--- src/rtl/wildcard_byte_pattern_scanner_core_macros.svh ---
// Assertion macros for the scanner core RTL.
`ifndef WILDCARD_BYTE_PATTERN_SCANNER_CORE_MACROS_SVH
`define WILDCARD_BYTE_PATTERN_SCANNER_CORE_MACROS_SVH
`ifndef SYNTH
`define WBPS_ASSERT_IMP(lbl, clk, rst_n, ante, cons, msg) \
	lbl: assert property (@(posedge clk) disable iff (!rst_n) (ante) |-> (cons)) \
		else $error(msg);
`define WBPS_ASSERT_NXT(lbl, clk, rst_n, ante, cons, msg) \
	lbl: assert property (@(posedge clk) disable iff (!rst_n) (ante) |=> (cons)) \
		else $error(msg);
`else
`define WBPS_ASSERT_IMP(lbl, clk, rst_n, ante, cons, msg)
`define WBPS_ASSERT_NXT(lbl, clk, rst_n, ante, cons, msg)
`endif
`endif

--- src/rtl/wbps_pkg.sv ---
// Types, register codes and pattern helpers for the byte pattern scanner.
package wbps_pkg;

	localparam int PAT_BYTES = 16;
	localparam int OFS_W     = 48;
	localparam int CNT_W     = 16;
	localparam int LEN_CFG_W = 5;
	localparam int MIN_LEN   = 2;
	localparam int CFG_IDX_W = 3;
	localparam int CFG_DAT_W = 64;

	typedef logic [CFG_IDX_W-1:0] cfg_idx_t;

	typedef enum logic [CFG_IDX_W-1:0] {
		CFG_PAT_LO      = 3'd0,
		CFG_PAT_HI      = 3'd1,
		CFG_WILD_MASK   = 3'd2,
		CFG_PAT_LEN     = 3'd3,
		CFG_START_OFS   = 3'd4,
		CFG_END_LIMIT   = 3'd5,
		CFG_MAX_MATCHES = 3'd6
	} cfg_reg_e;

	typedef struct packed {
		logic [7:0] data_byte;
		logic       region_first;
		logic       new_scan;
	} src_beat_t;

	typedef struct packed {
		logic [OFS_W-1:0] match_offset;
		logic             limit_reached;
	} res_beat_t;

	typedef struct packed {
		logic       active;
		logic       wild;
		logic [7:0] want;
	} cell_ctl_t;

	function automatic logic [7:0] pat_byte(input logic [63:0] lo, input logic [63:0] hi,
		input logic [7:0] idx);
		logic [7:0] r;
		if (idx < 8'd8) begin
			r = lo[idx[2:0]*8 +: 8];
		end else if (idx < 8'(PAT_BYTES)) begin
			r = hi[idx[2:0]*8 +: 8];
		end else begin
			r = '0;
		end
		return r;
	endfunction

	function automatic logic pat_wild(input logic [PAT_BYTES-1:0] mask, input logic [7:0] idx);
		logic r;
		if (idx < 8'(PAT_BYTES)) begin
			r = mask[idx[3:0]];
		end else begin
			r = 1'b0;
		end
		return r;
	endfunction

endpackage

--- src/rtl/wildcard_byte_pattern_scanner_core.sv ---
// Wildcard byte pattern scanner: a chain of window cells, range gate, match count.
// A result beat is held in the window cells and s1 stage registers, then in the output register.
// Throughput: 1 byte per cycle while src_stall is low; the compare across the cell chain is parallel.
// A full output register with res_stall high holds the compare stage and, while it is full, stalls src.
// Reset (arst_n low): window, offset, match count and stop flag clear; pattern_length is 2,
// all other configuration registers 0. No clearing pass; ready right after reset.
`include "wildcard_byte_pattern_scanner_core_macros.svh"

module wildcard_byte_pattern_scanner_core #(
	parameter int MAX_PATTERN = 16,
	parameter int OFFSET_BITS = 48
) (
	input  logic                                clk,
	input  logic                                arst_n,
	input  logic                                src_valid,
	output logic                                src_stall,
	input  wbps_pkg::src_beat_t                 src_beat,
	output logic                                res_valid,
	input  logic                                res_stall,
	output wbps_pkg::res_beat_t                 res_beat,
	input  logic                                cfg_valid,
	output logic                                cfg_ready,
	input  wbps_pkg::cfg_idx_t                  cfg_index,
	input  logic [wbps_pkg::CFG_DAT_W-1:0]      cfg_data
);
	import wbps_pkg::*;

	localparam int LEN_W = $clog2(MAX_PATTERN + 1);
	localparam int CMP_W = (OFFSET_BITS > OFS_W) ? OFFSET_BITS : OFS_W;

	// configuration
	logic [63:0]            pat_lo_q;
	logic [63:0]            pat_hi_q;
	logic [PAT_BYTES-1:0]   wild_q;
	logic [LEN_CFG_W-1:0]   pat_len_q;
	logic [OFS_W-1:0]       start_q;
	logic [OFS_W-1:0]       end_q;
	logic [CNT_W-1:0]       max_q;

	assign cfg_ready = 1'b1;

	always_ff @(posedge clk or negedge arst_n) begin
		if (!arst_n) begin
			pat_lo_q  <= '0;
			pat_hi_q  <= '0;
			wild_q    <= '0;
			pat_len_q <= LEN_CFG_W'(MIN_LEN);
			start_q   <= '0;
			end_q     <= '0;
			max_q     <= '0;
		end else if (cfg_valid && cfg_ready) begin
			case (cfg_index)
				CFG_PAT_LO:      pat_lo_q  <= cfg_data;
				CFG_PAT_HI:      pat_hi_q  <= cfg_data;
				CFG_WILD_MASK:   wild_q    <= cfg_data[PAT_BYTES-1:0];
				CFG_PAT_LEN:     pat_len_q <= cfg_data[LEN_CFG_W-1:0];
				CFG_START_OFS:   start_q   <= cfg_data[OFS_W-1:0];
				CFG_END_LIMIT:   end_q     <= cfg_data[OFS_W-1:0];
				CFG_MAX_MATCHES: max_q     <= cfg_data[CNT_W-1:0];
				default: ;
			endcase
		end
	end

	// effective pattern length, clamped to [2, MAX_PATTERN]
	logic [LEN_W-1:0] len_eff;

	always_comb begin
		if (int'(pat_len_q) < MIN_LEN) begin
			len_eff = LEN_W'(MIN_LEN);
		end else if (int'(pat_len_q) > MAX_PATTERN) begin
			len_eff = LEN_W'(MAX_PATTERN);
		end else begin
			len_eff = LEN_W'(pat_len_q);
		end
	end

	// handshake and stage control
	logic valid_s1;
	logic hold;
	logic adv;
	logic accept;

	assign hold      = res_valid && res_stall;
	assign adv       = valid_s1 && !hold;
	assign src_stall = valid_s1 && hold;
	assign accept    = src_valid && !src_stall;

	// offset and range gate, evaluated on accept
	logic [OFFSET_BITS-1:0] region_offset_q;
	logic [OFFSET_BITS-1:0] cur;
	logic [OFFSET_BITS-1:0] lm1;
	logic [OFFSET_BITS-1:0] s;
	logic [CMP_W-1:0]       s_x;
	logic                   gate;

	assign cur = src_beat.region_first ? '0 : region_offset_q;
	assign lm1 = OFFSET_BITS'(len_eff - 1'b1);
	assign s   = cur - lm1;
	assign s_x = CMP_W'(s);
	assign gate = (cur >= lm1) && (s_x >= CMP_W'(start_q))
		&& ((end_q == '0) || (s_x < CMP_W'(end_q)));

	logic             gate_s1;
	logic             fresh_s1;
	logic [OFS_W-1:0] ofs_s1;

	always_ff @(posedge clk or negedge arst_n) begin
		if (!arst_n) begin
			region_offset_q <= '0;
			valid_s1        <= 1'b0;
		end else begin
			if (accept) begin
				region_offset_q <= cur + 1'b1;
				valid_s1        <= 1'b1;
			end else if (adv) begin
				valid_s1 <= 1'b0;
			end
		end
	end

	always_ff @(posedge clk) begin
		if (accept) begin
			gate_s1  <= gate;
			fresh_s1 <= src_beat.new_scan;
			ofs_s1   <= OFS_W'(s);
		end
	end

	// cell chain; cell k holds the byte k places back
	logic [7:0]             win [MAX_PATTERN];
	logic [MAX_PATTERN-1:0] hits;

	for (genvar k = 0; k < MAX_PATTERN; k++) begin : g_cell
		localparam logic [LEN_W-1:0] K = LEN_W'(k);
		logic [LEN_W-1:0] p;
		logic [7:0]       d;
		cell_ctl_t        ctl;

		assign p          = len_eff - K - 1'b1;
		assign ctl.active = K < len_eff;
		assign ctl.wild   = (k != 0) && pat_wild(wild_q, 8'(p));
		assign ctl.want   = pat_byte(pat_lo_q, pat_hi_q, 8'(p));

		if (k == 0) begin : g_head
			assign d = src_beat.data_byte;
		end else begin : g_body
			assign d = src_beat.region_first ? 8'h00 : win[k-1];
		end

		wbps_cell u_cell (
			.clk      (clk),
			.arst_n   (arst_n),
			.shift_en (accept),
			.d        (d),
			.ctl      (ctl),
			.q        (win[k]),
			.hit      (hits[k])
		);
	end

	// match count and stop
	logic [CNT_W-1:0] found_count_q;
	logic             stopped_q;
	logic [CNT_W-1:0] fc_base;
	logic [CNT_W-1:0] fc_next;
	logic             st_base;
	logic             produce;
	logic             reached;

	assign fc_base = fresh_s1 ? '0 : found_count_q;
	assign st_base = fresh_s1 ? 1'b0 : stopped_q;
	assign fc_next = fc_base + 1'b1;
	assign produce = valid_s1 && gate_s1 && !st_base && (&hits);
	assign reached = (max_q != '0) && (fc_next >= max_q);

	always_ff @(posedge clk or negedge arst_n) begin
		if (!arst_n) begin
			found_count_q <= '0;
			stopped_q     <= 1'b0;
		end else if (adv) begin
			found_count_q <= produce ? fc_next : fc_base;
			stopped_q     <= st_base || (produce && reached);
		end
	end

	// output register
	logic      res_valid_q;
	res_beat_t res_q;

	always_ff @(posedge clk or negedge arst_n) begin
		if (!arst_n) begin
			res_valid_q <= 1'b0;
		end else if (adv && produce) begin
			res_valid_q <= 1'b1;
		end else if (!res_stall) begin
			res_valid_q <= 1'b0;
		end
	end

	always_ff @(posedge clk) begin
		if (adv && produce) begin
			res_q.match_offset  <= ofs_s1;
			res_q.limit_reached <= reached;
		end
	end

	assign res_valid = res_valid_q;
	assign res_beat  = res_q;

	`WBPS_ASSERT_NXT(a_limit_stops, clk, arst_n, adv && produce && reached, stopped_q, "limit beat did not stop scan")
	`WBPS_ASSERT_IMP(a_no_res_stopped, clk, arst_n, adv && stopped_q && !fresh_s1, !produce, "result while stopped")
	`WBPS_ASSERT_NXT(a_cnt_step, clk, arst_n, adv && produce, found_count_q == $past(fc_next), "match count step")
	`WBPS_ASSERT_NXT(a_win_clear, clk, arst_n, accept && src_beat.region_first, win[1] == 8'h00, "window not cleared")

endmodule

--- src/rtl/wbps_cell.sv ---
// One window cell: holds a byte, passes it on, compares it to its pattern byte.
module wbps_cell (
	input  logic                clk,
	input  logic                arst_n,
	input  logic                shift_en,
	input  logic [7:0]          d,
	input  wbps_pkg::cell_ctl_t ctl,
	output logic [7:0]          q,
	output logic                hit
);
	import wbps_pkg::*;

	logic [7:0] win_q;

	always_ff @(posedge clk or negedge arst_n) begin
		if (!arst_n) begin
			win_q <= '0;
		end else if (shift_en) begin
			win_q <= d;
		end
	end

	assign q   = win_q;
	assign hit = !ctl.active || ctl.wild || (win_q == ctl.want);

endmodule
--- config.mk ---
export PLATFORM = sky130hd
export DESIGN_NAME = wildcard_byte_pattern_scanner_core
export DESIGN_NICKNAME = d
export VERILOG_FILES = /design/src/rtl/wbps_pkg.sv /design/src/rtl/wildcard_byte_pattern_scanner_core.sv /design/src/rtl/wbps_cell.sv
export VERILOG_INCLUDE_DIRS = /design/src /design/src/rtl
export SDC_FILE = /design/constraint.sdc
export NUM_CORES = 1
export LEC_CHECK = 0
export BUFFER_PORTS_ARGS = -buffer_cell sky130_fd_sc_hd__clkbuf_2
export CAP_MARGIN = 0
export CELL_PAD_IN_SITES_DETAIL_PLACEMENT = 0
export CELL_PAD_IN_SITES_GLOBAL_PLACEMENT = 2
export CORE_UTILIZATION = 38
export CTS_CLUSTER_DIAMETER = 150
export DETAILED_ROUTE_END_ITERATION = 8
export PLACE_DENSITY = 0.81
export SLEW_MARGIN = 10
export SYNTH_ARGS = -nofsm -noshare
export SYNTH_HDL_FRONTEND = slang
export SYNTH_HIERARCHICAL = 1
export SYNTH_SLANG_ARGS = --single-unit
--- constraint.sdc ---
create_clock -name clk -period 6.4 [get_ports clk]
set_input_delay 0.64 -clock clk [delete_from_list [all_inputs] [get_ports clk]]
set_output_delay 0.64 -clock clk [all_outputs]
set_load 0.02 [all_outputs]
# --- Yosys cells after proc, flatten, opt, wreduce, memory -nomap -nowiden ---
# Index checks and enable logic that the tools add are counted.
word_totals:
  wordCells: 369
  in_bits: 82
  register_bits: 555
classes:
  addsub: 34
  shift: 32
  reduce_logical: 76
  n_eq_ne: 23
  mux: 102
  magnitude_cmp: 69
op_table:
  columns: ["op", "count"]
  rows:
  - ["64-bit by 7-bit indexed part select with 8-bit output", 32]
  - ["8-bit 2-to-1 mux", 47]
  - ["8-bit equality test", 16]
  - ["48-bit greater-or-equal comparator", 2]
  - ["5-bit by 4-bit less-than comparator with 1-bit output, second input constant", 16]
  - ["5-bit less-than comparator, second input constant", 16]
  - ["5-bit by 1-bit subtractor with 5-bit output, second input constant", 16]
  - ["4-bit by 5-bit less-than comparator with 1-bit output, second input constant", 15]
  - ["1-bit binary-select mux with 4-bit select", 15]
  - ["48-bit by 1-bit adder with 48-bit output, second input constant", 1]
  - ["48-bit zero test", 1]
  - ["48-bit less-than comparator", 1]
  - ["48-bit 2-to-1 mux", 1]
  - ["48-bit subtractor", 1]
  - ["4-bit by 5-bit less-than comparator with 1-bit output, first input constant", 8]
  - ["5-bit by 4-bit subtractor with 5-bit output, second input constant", 8]
  - ["1-bit 2-to-1 mux", 35]
  - ["1-bit logical OR", 33]
  - ["16-bit 2-to-1 mux", 2]
  - ["3-bit by 5-bit less-than comparator with 1-bit output, first input constant", 4]
  - ["5-bit by 3-bit subtractor with 5-bit output, second input constant", 4]
  - ["1-bit zero test", 19]
  - ["16-bit by 1-bit adder with 16-bit output, second input constant", 1]
  - ["16-bit greater-or-equal comparator", 1]
  - ["17 further kinds", 41]

# --- Logic depth before layout (Yosys ltp) ---
depth:
  ltp_word: 14
  depth_mapped: 31

# --- Cells and area by module ---
# The synthesis kept the hierarchy.
modules_own_cells:
  columns: ["module", "n_inst", "cells_each", "area_per_inst_um2"]
  rows:
  - ["wildcard_byte_pattern_scanner_core", 1, 2886, 28773.8]
  - ["wbps_cell", 16, 29, 425.4]

# --- Worst setup path before layout ---
# OpenSTA, ideal clock, no wires.
synth_path:
  path_type: "flip-flop to flip-flop"
  startpoint: "register pat_len_q[3]"
  endpoint: "register found_count_q[7]"
  path_buffers: 7
  arrival_ps: 6428
  required_ps: 6336
  period_less_slack_ps: 6493
  path_stages_with_launch: 28
  setup_time_ps: 64
  path_slack_ps: -93
  path_cell_list: "dfrtp_1 > buf_4 > nor2_4 > inv_1 > nor2_1 > a21oi_1 > clkbuf_1 > buf_2 > buf_2 > inv_1 > ha_1 > clkbuf_1 > xnor2_2 > clkbuf_1 > mux2i_1 > o22ai_1 > xnor2_1 > nand4_1 > o21ai_1 > nand4_1 > nor3_1 > and2_1 > clkbuf_1 > nand3_1 > inv_1 > a21oi_1 > a311oi_1 > a21o_1"
synth_rtl:
  columns: ["element", "line_no", "text"]
  rows:
  - ["start, declared", "wildcard_byte_pattern_scanner_core.sv:35", "logic [LEN_CFG_W-1:0] pat_len_q;"]
  - ["start signal, assigned", "wildcard_byte_pattern_scanner_core.sv:47", "pat_len_q <= LEN_CFG_W'(MIN_LEN);"]
  - ["start signal, assigned", "wildcard_byte_pattern_scanner_core.sv:56", "CFG_PAT_LEN: pat_len_q <= cfg_data[LEN_CFG_W-1:0];"]
  - ["end signal, assigned", "wildcard_byte_pattern_scanner_core.sv:182", "found_count_q <= produce ? fc_next : fc_base;"]
  - ["end, declared", "wildcard_byte_pattern_scanner_core.sv:163", "logic [CNT_W-1:0] found_count_q;"]

# --- Worst setup path after layout ---
layout_path:
  startpoint: "register pat_len_q[2]"
  endpoint: "register gate_s1 (data pin)"
layout_via:
  elab_chain_len: 8
  elab_cells_between_ends: 12
  cone_classes: "add/sub (2); order compare (5); mux (2); reduce/logical (3)"
layout_lines:
  columns: ["element", "line_no", "text"]
  rows:
  - ["5-bit greater-than comparator", "wildcard_byte_pattern_scanner_core.sv:71", "end else if (int'(pat_len_q) > MAX_PATTERN) begin"]
  - ["5-bit 2-to-1 mux", "wildcard_byte_pattern_scanner_core.sv:71", null]
  - ["5-bit 2-to-1 mux (*)", "wildcard_byte_pattern_scanner_core.sv:69", "if (int'(pat_len_q) < MIN_LEN) begin"]
  - ["5-bit by 1-bit subtractor with 6-bit output (*)", "wildcard_byte_pattern_scanner_core.sv:98", "assign lm1 = OFFSET_BITS'(len_eff - 1'b1);"]
  - ["48-bit subtractor (*)", "wildcard_byte_pattern_scanner_core.sv:99", "assign s = cur - lm1;"]
  - ["net s[42]", "wildcard_byte_pattern_scanner_core.sv:93", "logic [OFFSET_BITS-1:0] s;"]
  - ["48-bit greater-or-equal comparator / 48-bit less-than comparator (equally long branches)", "wildcard_byte_pattern_scanner_core.sv:101, wildcard_byte_pattern_scanner_core.sv:102", null]
  - ["1-bit logical AND / 1-bit logical OR (equally long branches)", "wildcard_byte_pattern_scanner_core.sv:101, wildcard_byte_pattern_scanner_core.sv:102", null]
  - ["1-bit logical AND (*)", "wildcard_byte_pattern_scanner_core.sv:102", "&& ((end_q == '0) || (s_x < CMP_W'(end_q)));"]
  - ["net gate", "wildcard_byte_pattern_scanner_core.sv:95", "logic gate;"]
  - ["end signal, assigned", "wildcard_byte_pattern_scanner_core.sv:124", "gate_s1 <= gate;"]
  - ["end, declared", "wildcard_byte_pattern_scanner_core.sv:104", "logic gate_s1;"]
# The timed path passes the listed nets; every way through them passes the cells marked *.
# A chain may end at the register's enable or synchronous reset.

==> flow_metrics.tcl <==
set metrics [dict create \
    status "completed" \
    die_w_um 308 \
    finalMaxSlewViolations 0 \
    slowest_stage "a2111oi_4" \
    routed_wl_um 115000 \
    cp_top_family "compound AO/OA/AOI/OAI gates" \
    row_count 111 \
    fill_cells 8958 \
    vias 26123 \
    clock-sinks 555 \
    root_buffer "clkbuf_16" \
    design.core.area_um2 92200 \
    cp.buffers_inverters 2 \
    fmax_mhz 169 \
    finalSetupTns_ns 0 \
    area_growth_pct 12.1 \
    multi_input_area_um2 19900 \
    drive_above_1_share 0.201 \
    path_class "register to register" \
    dpl.cell_count 4614 \
    start_util 0.386 \
    htreeDepth 3 \
    min_period_over_period 0.924 \
    fin_nets 3668 \
    synth-edff-count 99 \
    fin_crit_ns 5.91 \
    synth_cell_types 98 \
    antenna_found_initial 4 \
    slew_headroom 0.187 \
    grtUsageTotal 0.242 \
    numPortBuffers 132 \
    gr-total-overflow 0 \
    antenna_left 0 \
    placed_area_um2 37600 \
    grt_pass1_wl_um 171000 \
    end_kind "register" \
    grt_pass1_vias 25599 \
    use_met2 0.370 \
    worst_pin_slew_ns 1.22 \
    cts_tree "yes" \
    grt_use_met3 0.0410 \
    cp.arrival_ns 6.29 \
    wl_per_cell_um 24.2 \
    clock_skew_ns 0.0191 \
    ff_latch_area_um2 14400 \
    hold_violations 0 \
    power_density_nw_per_um2 370 \
    cp.required_ns 6.78 \
    ir_worst_vdd_mv 0.220 \
    syn_area_per_cell_um2 10.6 \
    gp_congestion 0.960 \
    numCtsBuffers 66 \
    first_iter_violations 2228 \
    rsz0062_at_grt "no" \
    cts_buffer_depth 3 \
    synth-seq-cells 555 \
    ys.flop_type "dfrtp_1" \
    netlist_area_um2 35600 \
    drt_pass1_iterations 5 \
    synthCells 3350 \
    crit_path_start_kind "register" \
    maxCapViolations 0 \
    clock_latency_ns 0.63 \
    hold_path.class "input port to register" \
    vias_per_cell 5.51 \
    yosysWarnings 6 \
    fin_area_um2 39900 \
    fin_hold_ws_ns 0.203 \
    final_cells 4739 \
    cp_common_cell "ha_1" \
    busiest_layer "met2" \
    yosysSeqAreaShare 0.404 \
    remaining_drc_errors 0 \
    dieArea_um2 94900 \
    setup_viol 0 \
    p_leak_uw 0.0176 \
    path_max_fanout 5 \
    synthArstFlopShare 0.822 \
    power.total_uw 14700 \
    cpPeakStageDelay_ns 0.51 \
    hpwl_um 85800 \
    crit_chain "o311ai_4 -> ha_1 -> inv_1 -> nor3_1 -> a21oi_1 -> ha_1 -> inv_1 -> a311oi_2 -> nor2_1 -> a2111oi_4 -> a31oi_2 -> o221ai_2 -> a21oi_1 -> xnor2_2 -> ha_1 -> nor2b_1 -> o21ai_0 -> nand2b_1 -> a211oi_1 -> o21ai_0 -> a311oi_1 -> a311o_1 -> nor3_1" \
    clk_pin_slew_ns 0.06 \
    die_h_um 308 \
    met1_usage 0.346 \
    final_common_cell "dfrtp_1" \
    mostFrequentLayoutCells "dfrtp_1 (455), mux2i_1 (405), nand2_1 (262), mux2_2 (221), xnor2_1 (190)" \
    ioPinCount 134 \
    grt_max_degree 156 \
]
## layer usage
| metal | part of all wire | wire (um) | vias up |
|---|---|---|---|
| li1 | - | - | 12212 |
| met1 | 0.47 | 53900 | 13069 |
| met2 | 0.44 | 50900 | 707 |
| met3 | 0.059 | 6800 | 135 |
| met4 | 0.027 | 3100 | 0 |
| met5 | 0 | 0 | - |
## Yosys cell counts, types with 24 or more instances
master,instances,area share
mux2_2,221,0.070
a21oi_1,86,0.012
dfrtp_1,455,0.32
o22ai_1,103,0.018
o21ai_1,24,0.0034
clkbuf_1,108,0.011
nor4_1,24,0.0042
nor3_1,44,0.0062
and3_1,33,0.0058
a21o_1,31,0.0065
buf_2,35,0.0049
nand2_1,262,0.028
mux2_4,128,0.054
inv_1,140,0.015
mux2i_1,405,0.11
nand4_1,70,0.012
nor2_1,98,0.010
nor2b_1,184,0.032
ha_1,141,0.050
nand3_1,52,0.0073
edfxtp_1,99,0.084
o21ai_0,127,0.018
xnor2_1,192,0.047
xor2_1,28,0.0069
## metrics by stage
step                       util  setup WS [ns]
after floorplan               -          0.346
after global placement    0.408          0.337
after detailed placement  0.408          0.215
after CTS                 0.432          0.105
after global routing      0.432         0.0589
final                     0.432          0.486
## registers in the layout, indices dropped and copies added (netlist names), 5 cells and up
signal / cells
g_cell.u_cell/q: 128
pat_hi_q: 64
pat_lo_q: 64
res_beat: 49
end_q: 48
ofs_s1: 48
region_offset_q: 48
start_q: 48
found_count_q: 16
max_q: 16
wild_q: 16
pat_len_q: 5
## power breakdown
group          internal [uW]  switching [uW]
Clock                   2270            1570
Sequential              4030             341
Combinational           2530            4000
Total                   8830            5910
## kinds of logic (layout without fill, tap and decap cells)
group / after synthesis / count (layout) / share of synthesized area
AOI/OAI and AO/OA: 494 / 494 / 0.0878
xor gates and xnor gates: 221 / 221 / 0.0546
adders and majority gates: 143 / 143 / 0.0504
buffers and inverters: 330 / 463 / 0.0397
DFF: 555 / 555 / 0.404
muxes: 757 / 757 / 0.240
other: 2 / 15 / 0.000211
and+or+nand+nor: 848 / 848 / 0.123
## repair_timing
action | CTS | global route
buffers inserted | 0 | 4
endpoints found under the setup margin | 0 | 1
gates resized for setup | 0 | 2
endpoints found under the hold margin | 49 | 0
hold buffers | 1 | 0
## layout make-up
class,instances,area share
Multi-Input combinational cell,2477,0.500
Sequential cell,555,0.361
Clock buffer,92,0.0472
Tap cell,1243,0.0390
Timing Repair Buffer,197,0.0315
Inverter,147,0.0142
Clock inverter,27,0.00766
Antenna cell,1,0.0000628
## final timing paths
check	startpoint	endpoint	slack, ns	depth (start not counted)
min in group asynchronous	arst_n	region_offset_q[40]	0.54	2
worst max register to register	pat_len_q[2]	gate_s1	0.49	23
worst min-delay path	src_beat[0]	fresh_s1	0.20	1
max in group asynchronous	arst_n	g_cell[6].u_cell/q[4]	4.53	3
worst max-delay path	pat_len_q[2]	gate_s1	0.49	23
worst min register to register	ofs_s1[21]	res_beat[22]	0.42	0
(Power assumes the default switching activity.)
